<file path="src/design/ttc_pkg.sv">
// ----------------------------------------------------------------------------
// ttc_pkg - text terminal cursor controller types
// Command and action codes, control characters and the display beat format.
// ----------------------------------------------------------------------------
package ttc_pkg;

    typedef enum logic [2:0] {
        CMD_WRITE        = 3'd0,
        CMD_CLEAR_CELL   = 3'd1,
        CMD_SCROLL       = 3'd2,
        CMD_CLEAR_SCREEN = 3'd3,
        CMD_SET_CURSOR   = 3'd4
    } t_cmd;

    typedef enum logic [1:0] {
        ACT_PUT   = 2'd0,
        ACT_MOVE  = 2'd1,
        ACT_CLEAR = 2'd2
    } t_action;

    localparam logic [7:0] CH_BACKSPACE = 8'd8;
    localparam logic [7:0] CH_NEWLINE   = 8'd10;
    localparam logic [7:0] CH_RETURN    = 8'd13;

    typedef struct packed {
        t_cmd        cmd;
        logic [6:0]  col;
        logic [4:0]  row;
        logic [15:0] word;
        logic        last;
    } t_beat;

    typedef struct packed {
        t_beat [2:0] beats;
        logic  [1:0] count;
        logic  [6:0] col;
        logic  [4:0] row;
    } t_plan;

endpackage

</file>
<file path="src/design/ttc_decode.sv">
// ----------------------------------------------------------------------------
// ttc_decode - request decoder
// Turns one request and the current cursor into up to three display beats
// and the next cursor position.
// ----------------------------------------------------------------------------
module ttc_decode #(
    parameter int COLUMNS = 80,
    parameter int ROWS    = 25
) (
    input  logic [1:0]    i_action,
    input  logic [7:0]    i_char_code,
    input  logic [6:0]    i_target_col,
    input  logic [4:0]    i_target_row,
    input  logic [6:0]    i_cur_col,
    input  logic [4:0]    i_cur_row,
    input  logic [7:0]    i_color,
    output ttc_pkg::t_plan o_plan
);
    import ttc_pkg::*;

    localparam logic [6:0] LastCol = 7'(COLUMNS - 1);
    localparam logic [4:0] LastRow = 5'(ROWS - 1);
    localparam logic [7:0] ColLim  = 8'(COLUMNS);
    localparam logic [5:0] RowLim  = 6'(ROWS);

    logic [15:0] fill;
    logic        has_first;
    logic        has_scroll;
    t_beat       first;
    t_beat       scroll;
    t_beat       setc;
    logic [7:0]  col_a;
    logic [5:0]  row_a;
    logic [7:0]  col_b;
    logic [5:0]  row_b;
    logic [6:0]  col_f;
    logic [4:0]  row_f;

    assign fill = {i_color, 8'h00};

    always_comb begin
        has_first  = 1'b0;
        has_scroll = 1'b0;
        first      = '{cmd: CMD_WRITE, col: i_cur_col, row: i_cur_row,
                       word: {i_color, i_char_code}, last: 1'b0};
        col_a      = {1'b0, i_cur_col};
        row_a      = {1'b0, i_cur_row};
        col_b      = col_a;
        row_b      = row_a;
        col_f      = i_cur_col;
        row_f      = i_cur_row;
        case (i_action)
            ACT_PUT: begin
                if (i_char_code == CH_NEWLINE || i_char_code == CH_RETURN) begin
                    col_a = 8'd0;
                    row_a = row_a + 6'd1;
                end else if (i_char_code == CH_BACKSPACE) begin
                    if (i_cur_col != 7'd0 || i_cur_row != 5'd0) begin
                        if (i_cur_col == 7'd0) begin
                            row_a = row_a - 6'd1;
                            col_a = {1'b0, LastCol};
                        end else begin
                            col_a = col_a - 8'd1;
                        end
                        has_first = 1'b1;
                        first     = '{cmd: CMD_CLEAR_CELL, col: col_a[6:0],
                                      row: row_a[4:0], word: fill, last: 1'b0};
                    end
                end else begin
                    has_first = 1'b1;
                    col_a     = col_a + 8'd1;
                end
                col_b = col_a;
                row_b = row_a;
                if (col_a >= ColLim) begin
                    col_b = 8'd0;
                    row_b = row_a + 6'd1;
                end
                col_f = col_b[6:0];
                row_f = row_b[4:0];
                if (row_b >= RowLim) begin
                    has_scroll = 1'b1;
                    col_f      = 7'd0;
                    row_f      = LastRow;
                end
            end
            ACT_MOVE: begin
                col_f = ({1'b0, i_target_col} >= ColLim) ? LastCol : i_target_col;
                row_f = ({1'b0, i_target_row} >= RowLim) ? LastRow : i_target_row;
            end
            ACT_CLEAR: begin
                has_first = 1'b1;
                first     = '{cmd: CMD_CLEAR_SCREEN, col: 7'd0, row: 5'd0,
                              word: fill, last: 1'b0};
                col_f     = 7'd0;
                row_f     = 5'd0;
            end
            default: begin
                col_f = i_cur_col;
                row_f = i_cur_row;
            end
        endcase
    end

    assign scroll = '{cmd: CMD_SCROLL, col: 7'd0, row: 5'd0, word: fill, last: 1'b0};
    assign setc   = '{cmd: CMD_SET_CURSOR, col: col_f, row: row_f, word: 16'd0, last: 1'b1};

    always_comb begin
        o_plan.beats[0] = has_first ? first : (has_scroll ? scroll : setc);
        o_plan.beats[1] = has_first ? (has_scroll ? scroll : setc) : setc;
        o_plan.beats[2] = setc;
        o_plan.count    = 2'd1 + {1'b0, has_first} + {1'b0, has_scroll};
        o_plan.col      = col_f;
        o_plan.row      = row_f;
    end

endmodule

</file>
<file path="src/design/text_terminal_cursor_controller.sv">
// ----------------------------------------------------------------------------
// text_terminal_cursor_controller - text cursor and display command source
// Keeps the cursor of a character screen and issues display command beats.
// ----------------------------------------------------------------------------
// Usage:
//   Requests arrive on i_valid/o_ready with action, character and move target.
//   Each request gives one to three command beats on o_valid/i_ready; the
//   final beat is always set-cursor and carries o_last_command.
//   i_cfg_wr_en writes the attribute byte; write it only while the block is
//   idle.
//   An accepted request goes into the command list, and its first beat
//   then into the output register. Beats follow one per cycle while the
//   receiver does not stall, 1 to 3 per request. The rate is set by the
//   single command output; a new request is taken in the cycle its
//   predecessor's last beat moves into the output register.
//   Reset (synchronous, active low) homes the cursor, sets the attribute to 7
//   and drops any pending beats.
//   When the receiver stalls, the output register holds its beat and the
//   pending beats wait in the command list and block new requests.
// ----------------------------------------------------------------------------
module text_terminal_cursor_controller #(
    parameter int COLUMNS = 80,
    parameter int ROWS    = 25
) (
    input  logic        i_clk,
    input  logic        i_rst_n,
    input  logic        i_cfg_wr_en,
    input  logic [7:0]  i_cfg_wr_data,
    input  logic        i_valid,
    output logic        o_ready,
    input  logic [1:0]  i_action,
    input  logic [7:0]  i_char_code,
    input  logic [6:0]  i_target_col,
    input  logic [4:0]  i_target_row,
    output logic        o_valid,
    input  logic        i_ready,
    output logic [2:0]  o_command,
    output logic [6:0]  o_cell_col,
    output logic [4:0]  o_cell_row,
    output logic [15:0] o_cell_word,
    output logic        o_last_command
);
    import ttc_pkg::*;

    logic [7:0]  r_color;
    logic [6:0]  r_col;
    logic [4:0]  r_row;
    t_beat [2:0] r_list;
    logic [1:0]  r_rem;
    logic [1:0]  r_pos;
    t_beat       r_out;
    logic        r_out_valid;

    t_plan       plan;
    t_beat       head;
    logic        load_out;
    logic        accept;

    ttc_decode #(
        .COLUMNS (COLUMNS),
        .ROWS    (ROWS)
    ) u_decode (
        .i_action     (i_action),
        .i_char_code  (i_char_code),
        .i_target_col (i_target_col),
        .i_target_row (i_target_row),
        .i_cur_col    (r_col),
        .i_cur_row    (r_row),
        .i_color      (r_color),
        .o_plan       (plan)
    );

    always_comb begin
        case (r_pos)
            2'd0:    head = r_list[0];
            2'd1:    head = r_list[1];
            default: head = r_list[2];
        endcase
    end

    assign load_out = (r_rem != 2'd0) && (!r_out_valid || i_ready);
    assign o_ready  = (r_rem == 2'd0) || (r_rem == 2'd1 && load_out);
    assign accept   = i_valid && o_ready;

    always_ff @(posedge i_clk) begin
        if (!i_rst_n) begin
            r_color     <= 8'd7;
            r_col       <= 7'd0;
            r_row       <= 5'd0;
            r_rem       <= 2'd0;
            r_pos       <= 2'd0;
            r_out_valid <= 1'b0;
        end else begin
            if (i_cfg_wr_en) begin
                r_color <= i_cfg_wr_data;
            end
            // take a request, or advance through the pending beats
            if (accept) begin
                r_list <= plan.beats;
                r_rem  <= plan.count;
                r_pos  <= 2'd0;
                r_col  <= plan.col;
                r_row  <= plan.row;
            end else if (load_out) begin
                r_rem <= r_rem - 2'd1;
                r_pos <= r_pos + 2'd1;
            end
            // hold the output beat until taken
            if (load_out) begin
                r_out       <= head;
                r_out_valid <= 1'b1;
            end else if (i_ready) begin
                r_out_valid <= 1'b0;
            end
        end
    end

    assign o_valid        = r_out_valid;
    assign o_command      = r_out.cmd;
    assign o_cell_col     = r_out.col;
    assign o_cell_row     = r_out.row;
    assign o_cell_word    = r_out.word;
    assign o_last_command = r_out.last;

`ifndef SYNTH
    a_accept_fills: assert property (@(posedge i_clk) disable iff (!i_rst_n)
        accept |=> r_rem != 2'd0)
        else $error("accepted request left no pending beats");

    a_last_is_cursor: assert property (@(posedge i_clk) disable iff (!i_rst_n)
        o_valid && o_last_command |-> o_command == CMD_SET_CURSOR)
        else $error("final beat is not set-cursor");

    a_final_beat: assert property (@(posedge i_clk) disable iff (!i_rst_n)
        load_out && r_rem == 2'd1 |=> o_valid && o_last_command)
        else $error("final pending beat lacks last flag");

    a_cursor_range: assert property (@(posedge i_clk) disable iff (!i_rst_n)
        ({1'b0, r_col} < 8'(COLUMNS)) && ({1'b0, r_row} < 6'(ROWS)))
        else $error("cursor off screen");
`endif

endmodule

</file>
<file path="config.mk">
export PLATFORM = sky130hd
export DESIGN_NAME = text_terminal_cursor_controller
export DESIGN_NICKNAME = d
export VERILOG_FILES = /design/src/design/ttc_pkg.sv /design/src/design/ttc_decode.sv /design/src/design/text_terminal_cursor_controller.sv
export SDC_FILE = /design/constraint.sdc
export NUM_CORES = 1
export LEC_CHECK = 0
export ABC_AREA = 1
export BUFFER_PORTS_ARGS = -buffer_cell sky130_fd_sc_hd__buf_4
export CAP_MARGIN = 25
export CORE_ASPECT_RATIO = 1.75
export CORE_UTILIZATION = 50
export CTS_BUF_LIST = sky130_fd_sc_hd__clkbuf_16
export DETAILED_ROUTE_END_ITERATION = 10
export PLACE_DENSITY = 0.76
export SLEW_MARGIN = 40
export SYNTH_ARGS = -nofsm -noshare
export SYNTH_HDL_FRONTEND = slang
export SYNTH_SLANG_ARGS = --single-unit
</file>
<file path="constraint.sdc">
create_clock -name i_clk -period 3.9 [get_ports i_clk]
set_clock_uncertainty 0.1 [all_clocks]
set_input_delay 0.585 -clock i_clk [delete_from_list [all_inputs] [get_ports i_clk]]
set_output_delay 0.585 -clock i_clk [all_outputs]
set_load 0.005 [all_outputs]
</file>
# Word level (Yosys, flattened, before mapping)
# Index checks and enable logic that the tools add are counted.
dict set report classes {
  add_sub_neg 9
  order_cmp 4
  n_eq_ne 7
  mux 37
  bitwise 1
  reduce_logical 20
}
# cell count
set op_table {}
lappend op_table {{$mux 32} 4}
lappend op_table {{$pmux 32 s2} 2}
lappend op_table {{$mux 6} 7}
lappend op_table {{$mux 8} 5}
lappend op_table {{$mux 30} 1}
lappend op_table {{$mux 29} 1}
lappend op_table {{$eq 8x4->1 const B} 3}
lappend op_table {{$mux 7} 3}
lappend op_table {{$pmux 7 s3} 1}
lappend op_table {{$pmux 5 s3} 1}
lappend op_table {{$mux 5} 2}
lappend op_table {{$add 7x1->8 const B} 1}
lappend op_table {{$ge 8x7->1 const B} 1}
lappend op_table {{$sub 7x1->8 const B} 1}
lappend op_table {{$ge 7x7->1 const B} 1}
lappend op_table {{$logic_not 7->1} 1}
lappend op_table {{$mux 1} 7}
lappend op_table {{$reduce_bool 7->1} 1}
lappend op_table {{$add 5x1->6 const B} 1}
lappend op_table {{$add 6x1->6 const B} 1}
lappend op_table {{$eq 2x1->1 const B} 3}
lappend op_table {{$ge 6x5->1 const B} 1}
lappend op_table {{$logic_not 2->1} 3}
lappend op_table {{$reduce_bool 2->1} 3}
lappend op_table {{16 further kinds} 23}
dict set report totals {
  reg_bits 133
  inputBits 35
  output_inout_bits 34
  wordCells 101
}

# Longest topological paths before layout
dict set report logic_depth {
  ltp_word 14
  depth_mapped 24
  depth_no_buf 23
}

# Cells and area by module
# Synthesis repeated with hierarchy kept, for this count alone.
dict set report hier_totals {
  cells_unflattened 823
  area_unflattened_um2 8089.0
}
# mod instances cells_per_inst area_each_um2 seq_area_each_um2
set by_module_without_submodules {}
lappend by_module_without_submodules {text_terminal_cursor_controller 1 368 5536.6 4344.2}
lappend by_module_without_submodules {ttc_decode 1 455 2552.4 0.0}

# Least setup slack after synthesis
# No wires, ideal clock.
dict set report synth_path {
  path_kind {register -> register}
  start {register r_col[0]}
  end {register r_rem[0]}
  setup_time_ps 74
  t_arrival_ps 2727
  required_time_ps 3726
  setup_slack_ps 999
  stages_incl_launch_ff 23
  path_buffers 0
  synth_period_minus_slack_ps 2901
  cell_sequence {dfxtp_1 -> clkinv_1 -> ha_1 -> inv_1 -> nor2_1 -> nand3_4 -> nor2_4 -> nand2_1 -> nand2_1 -> nand3_1 -> nand2_1 -> inv_1 -> ha_1 -> nand3_1 -> nand2_1 -> nand2_1 -> nand2_1 -> nand3_1 -> nand3_2 -> nand2_2 -> nand2_1 -> ha_1 -> o21ai_0}
}
dict set report synth_via {
  elab_chain_cells 14
  word_cells_on_any_way 29
  cone_classes {5 x add/sub; 2 x order compare; 19 x mux; 3 x reduce/logical}
}
# element line
set synth_rtl {}
lappend synth_rtl {{start, declared} text_terminal_cursor_controller.sv:46} ;# logic [6:0] r_col;
lappend synth_rtl {{start signal, assigned} text_terminal_cursor_controller.sv:102} ;# r_col <= plan.col;
lappend synth_rtl {{$sub 7x1->8 (tied with other cells)} ttc_decode.sv:63} ;# col_a = col_a - 8'd1;
lappend synth_rtl {{$mux 8 (tied with other cells)} ttc_decode.sv:59} ;# if (i_cur_col == 7'd0) begin
lappend synth_rtl {{$mux 8 or $mux 6 (tied branches)} ttc_decode.sv:58} ;# if (i_cur_col != 7'd0 || i_cur_row != 5'd0) begin
lappend synth_rtl {{$mux 8 or $mux 6 (tied branches)} ttc_decode.sv:57} ;# end else if (i_char_code == CH_BACKSPACE) begin
lappend synth_rtl {{$mux 8 or $mux 6 (tied branches)} ttc_decode.sv:54} ;# if (i_char_code == CH_NEWLINE || i_char_code == CH_RETURN) begin
lappend synth_rtl {{$mux 8 or $mux 6 (tied branches)} ttc_decode.sv:52} ;# case (i_action)
lappend synth_rtl {{$ge 8x7->1 or $add 6x1->6 (tied branches)} {ttc_decode.sv:75, ttc_decode.sv:77}}
lappend synth_rtl {{$mux 6} ttc_decode.sv:75} ;# if (col_a >= ColLim) begin
lappend synth_rtl {{$mux 6} ttc_decode.sv:52}
lappend synth_rtl {{$ge 6x5->1} ttc_decode.sv:81} ;# if (row_b >= RowLim) begin
lappend synth_rtl {{$mux 1} ttc_decode.sv:81}
lappend synth_rtl {{$mux 1} ttc_decode.sv:52}
lappend synth_rtl {{$add 2x1->2 (*)} ttc_decode.sv:112} ;# o_plan.count = 2'd1 + {1'b0, has_first} + {1'b0, has_scroll};
lappend synth_rtl {{$mux 2 (*)} text_terminal_cursor_controller.sv:98} ;# if (accept) begin
lappend synth_rtl {{end signal, assigned} text_terminal_cursor_controller.sv:100} ;# r_rem <= plan.count;
lappend synth_rtl {{end signal, assigned} text_terminal_cursor_controller.sv:105} ;# r_rem <= r_rem - 2'd1;
lappend synth_rtl {{end, declared} text_terminal_cursor_controller.sv:49} ;# logic [1:0] r_rem;
# Every way passes the cells marked *; elsewhere a longest branch is shown, timed or not. The select of a mux whose other input is x is not followed.
# A chain may end at the register's enable or synchronous reset.

==> impl_metrics.env <==
export IMPL_dp_hpwl_mm=11.5
export IMPL_h_tree_depth=4
export IMPL_tns_ns=0
export IMPL_leakage_nw=3.28
export IMPL_fin_ws_ns=0.273
export IMPL_grt_max_degree=79
export IMPL_fin_hold_ws_ns=0.293
export IMPL_cts_root_buf="clkbuf_16"
export IMPL_p_per_area_nw_per_um2=598
export IMPL_worst_pin_slew_ns=0.744
export IMPL_rsz0062_at_grt="false"
export IMPL_required_ns=3.96
export IMPL_finalInstanceArea_sq_um=7530
export IMPL_die_x_um=86.5
export IMPL_finalCriticalPeriod_ns=3.63
export IMPL_relSlewSlack_pct=50.2
export IMPL_drv_slew=0
export IMPL_ys_seq_area_share_pct=54.2
export IMPL_io_buffers=68
export IMPL_hold_viol=0
export IMPL_synth_edf_count=96
export IMPL_ys_seq_elements=121
export IMPL_die_h_um=150
export IMPL_start_util_pct=51.8
export IMPL_crit_fanout=12
export IMPL_coreArea_sq_um=12100
export IMPL_io_pins=69
export IMPL_synthCells=684
export IMPL_maxCapViolations=0
export IMPL_async_flop_share_pct=0
export IMPL_nNetsFinal=802
export IMPL_cts_hold_buf=0
export IMPL_max_freq_mhz=276
export IMPL_ant_nets=0
export IMPL_rows=53
export IMPL_cp_common_cell="nand2_1"
export IMPL_crit_type="reg2reg"
export IMPL_utilization_pct=62.4
export IMPL_finalCritPeriodShare_pct=93.0
export IMPL_crit_chain="inv_1, ha_1, inv_1, nor2_1, nand3_4, nor2_4, nand2_1, nand2_1, nand3_1, nand2_1, inv_1, ha_1, nand3_1, nand2_1, nand2_1, nand2_1, nand3_1, nand3_2, nand2_2, nand3_2, nand2_1, inv_1"
export IMPL_crit_slowest_cell="dfxtp_1"
export IMPL_dr_first_iter_drc_count=297
export IMPL_dieArea_sq_um=13000
export IMPL_cts_setup_buffers=0
export IMPL_grt_use_total_pct=25.6
export IMPL_syn_num_nets=730
export IMPL_antenna_found_initial=0
export IMPL_synthDistinctLibCells=37
export IMPL_firstDrtPassIters=6
export IMPL_final_layout_size_suffix_gt1_share_pct=20.9
export IMPL_grt_pass1_wl_mm=24.6
export IMPL_area_growth_syn_to_layout_pct=20.5
export IMPL_cts_tree="done"
export IMPL_clock_latency_ns=0.41
export IMPL_vias_per_cell=5.44
export IMPL_ir_drop_uv=254
export IMPL_overflow=0
export IMPL_ys_warn_count=0
export IMPL_pre_cts_ws_ns=0.302
export IMPL_cp_end_kind="register"
export IMPL_place_gp_congestion=0.915
export IMPL_critical_path_arrival_ns=3.68
export IMPL_min_path_type="in2reg"
export IMPL_cts_buffers=17
export IMPL_syn_area_sq_um=6250
export IMPL_setup_viol=0
export IMPL_wirelength_mm=15.9
export IMPL_via_count=5080
export IMPL_route_detailed_drc=0
export IMPL_syn_avg_cell_area_sq_um=9.13
export IMPL_post_cts_resized=0
export IMPL_cts_sinks=121
export IMPL_status="complete, no violations"
export IMPL_clk_pin_slew_ns=0.05
export IMPL_synth_main_ff_cell="edfxtp_1"
export IMPL_antenna_cells=0
export IMPL_wl_per_cell_um=17.1
export IMPL_grt_pass1_vias=5008
export IMPL_clock_path_buffers=2
export IMPL_cpPeakStageDelay_ns=0.41
export IMPL_crit_path_start_kind="register"
export IMPL_placed_cell_area_sq_um=6900
==> kinds of logic after synthesis <==
logic type	after synthesis	synth area share, %
AND/OR/NAND/NOR	347	26.0
flip-flops	121	54.2
buffers and inverters	105	7.31
AO/OA/AOI/OAI	97	9.86
adder cells (fa/ha/maj)	11	2.20
XOR/XNOR	3	0.421
==> state kept, by name, indices dropped and copies added (netlist names) <==
name         flops
r_rem            2
r_list          65
r_color          8
r_pos            2
o_cell_col       7
o_valid          1
r_row            5
o_command        3
o_cell_row       5
r_col            7
o_cell_word     16
==> layout make-up <==
cell class	instances	area (sq um)
repair buffers	78	589
flip-flops and latches	121	3380
fillers	1014	4540
clock buffers	20	500
inverters	80	300
clock inverters	12	125
multi-input cells	458	2420
well taps	165	206
==> cells in the final DEF, fill, tap and decap left out, types with 2 or more instances in the layout <==
cell type,synthesis,final
nand2_1,182,182
edfxtp_1,96,96
buf_4,3,77
inv_1,72,75
nor2_1,61,58
nand3_1,39,39
o21ai_0,36,36
dfxtp_1,25,25
nand3_2,21,21
clkbuf_16,0,20
a21oi_1,18,18
nor2_2,13,15
a22oi_1,13,13
nand4_1,10,10
clkinv_1,4,9
a22o_1,9,9
ha_1,11,9
nor3_1,7,7
o211ai_1,7,7
nor2_4,4,5
nand2_2,5,5
o22ai_1,5,5
inv_2,4,4
bufinv_16,0,3
o21ai_2,2,2
nand2_4,2,2
xor2_1,2,2
a21oi_4,2,2
o21ai_1,2,2
ha_2,0,2
==> worst paths after layout <==
| kind | start | to | slack (ns) | cells after the start |
|---|---|---|---|---|
| hold reg to reg | r_pos[1] | r_pos[1] | 0.37 | 2 |
| setup reg to reg | r_col[1] | r_list[53] | 0.27 | 22 |
| setup / recovery | r_col[1] | r_list[53] | 0.27 | 22 |
| hold / removal | i_cfg_wr_data[0] | r_color[0] | 0.29 | 3 |
==> metal layers <==
| metal | track usage, % | wire length (um) | up-vias |
|---|---|---|---|
| met5 | 0 | 0 | - |
| met4 | 17.5 | 856 | 0 |
| met3 | 3.59 | 651 | 57 |
| met2 | 46.0 | 8570 | 189 |
| met1 | 27.2 | 5840 | 2388 |
| li1 | - | - | 2446 |
==> cells in the mapped netlist (4+ instances only) <==
cell	count	area [sq um]
nand3_1	39	195
buf_2	5	25.0
dfxtp_1	25	500
clkinv_1	4	15.0
a22oi_1	13	97.6
clkbuf_1	11	41.3
inv_1	72	270
nor3_1	7	35.0
nor2_1	61	229
inv_2	4	15.0
a21oi_1	18	90.1
o21ai_0	36	180
nand2_2	5	31.3
edfxtp_1	96	2880
nand2_1	182	683
o211ai_1	7	52.6
nor2_2	13	81.3
a22o_1	9	78.8
nand4_1	10	62.6
nand3_2	21	210
ha_1	11	138
nor2_4	4	45.0
buf_6	6	67.6
o22ai_1	5	31.3
==> through the flow <==
step | power, mW | instances
after CTS | 4.52 | 934
final | 4.51 | 934
after global placement | 2.84 | 902
after global routing | 4.69 | 934
after floorplan | 2.46 | 684
after detailed placement | 2.88 | 902
==> worst max-delay path, delay by kind of cell (launching register included) <==
kind	cells	cell delay, ns
adders and majority gates	2	0.41
buffers and inverters	4	0.37
DFF	1	0.41
and+or+nand+nor	16	2.08
==> power by group <==
group | total (mW) | leakage (nW) | switching [mW] | internal, mW
registers | 1.81 | 1.11 | 0.0909 | 1.72
clock network | 1.62 | 0.317 | 0.526 | 1.10
logic | 1.07 | 1.85 | 0.688 | 0.385
(Power assumes the default switching activity.)
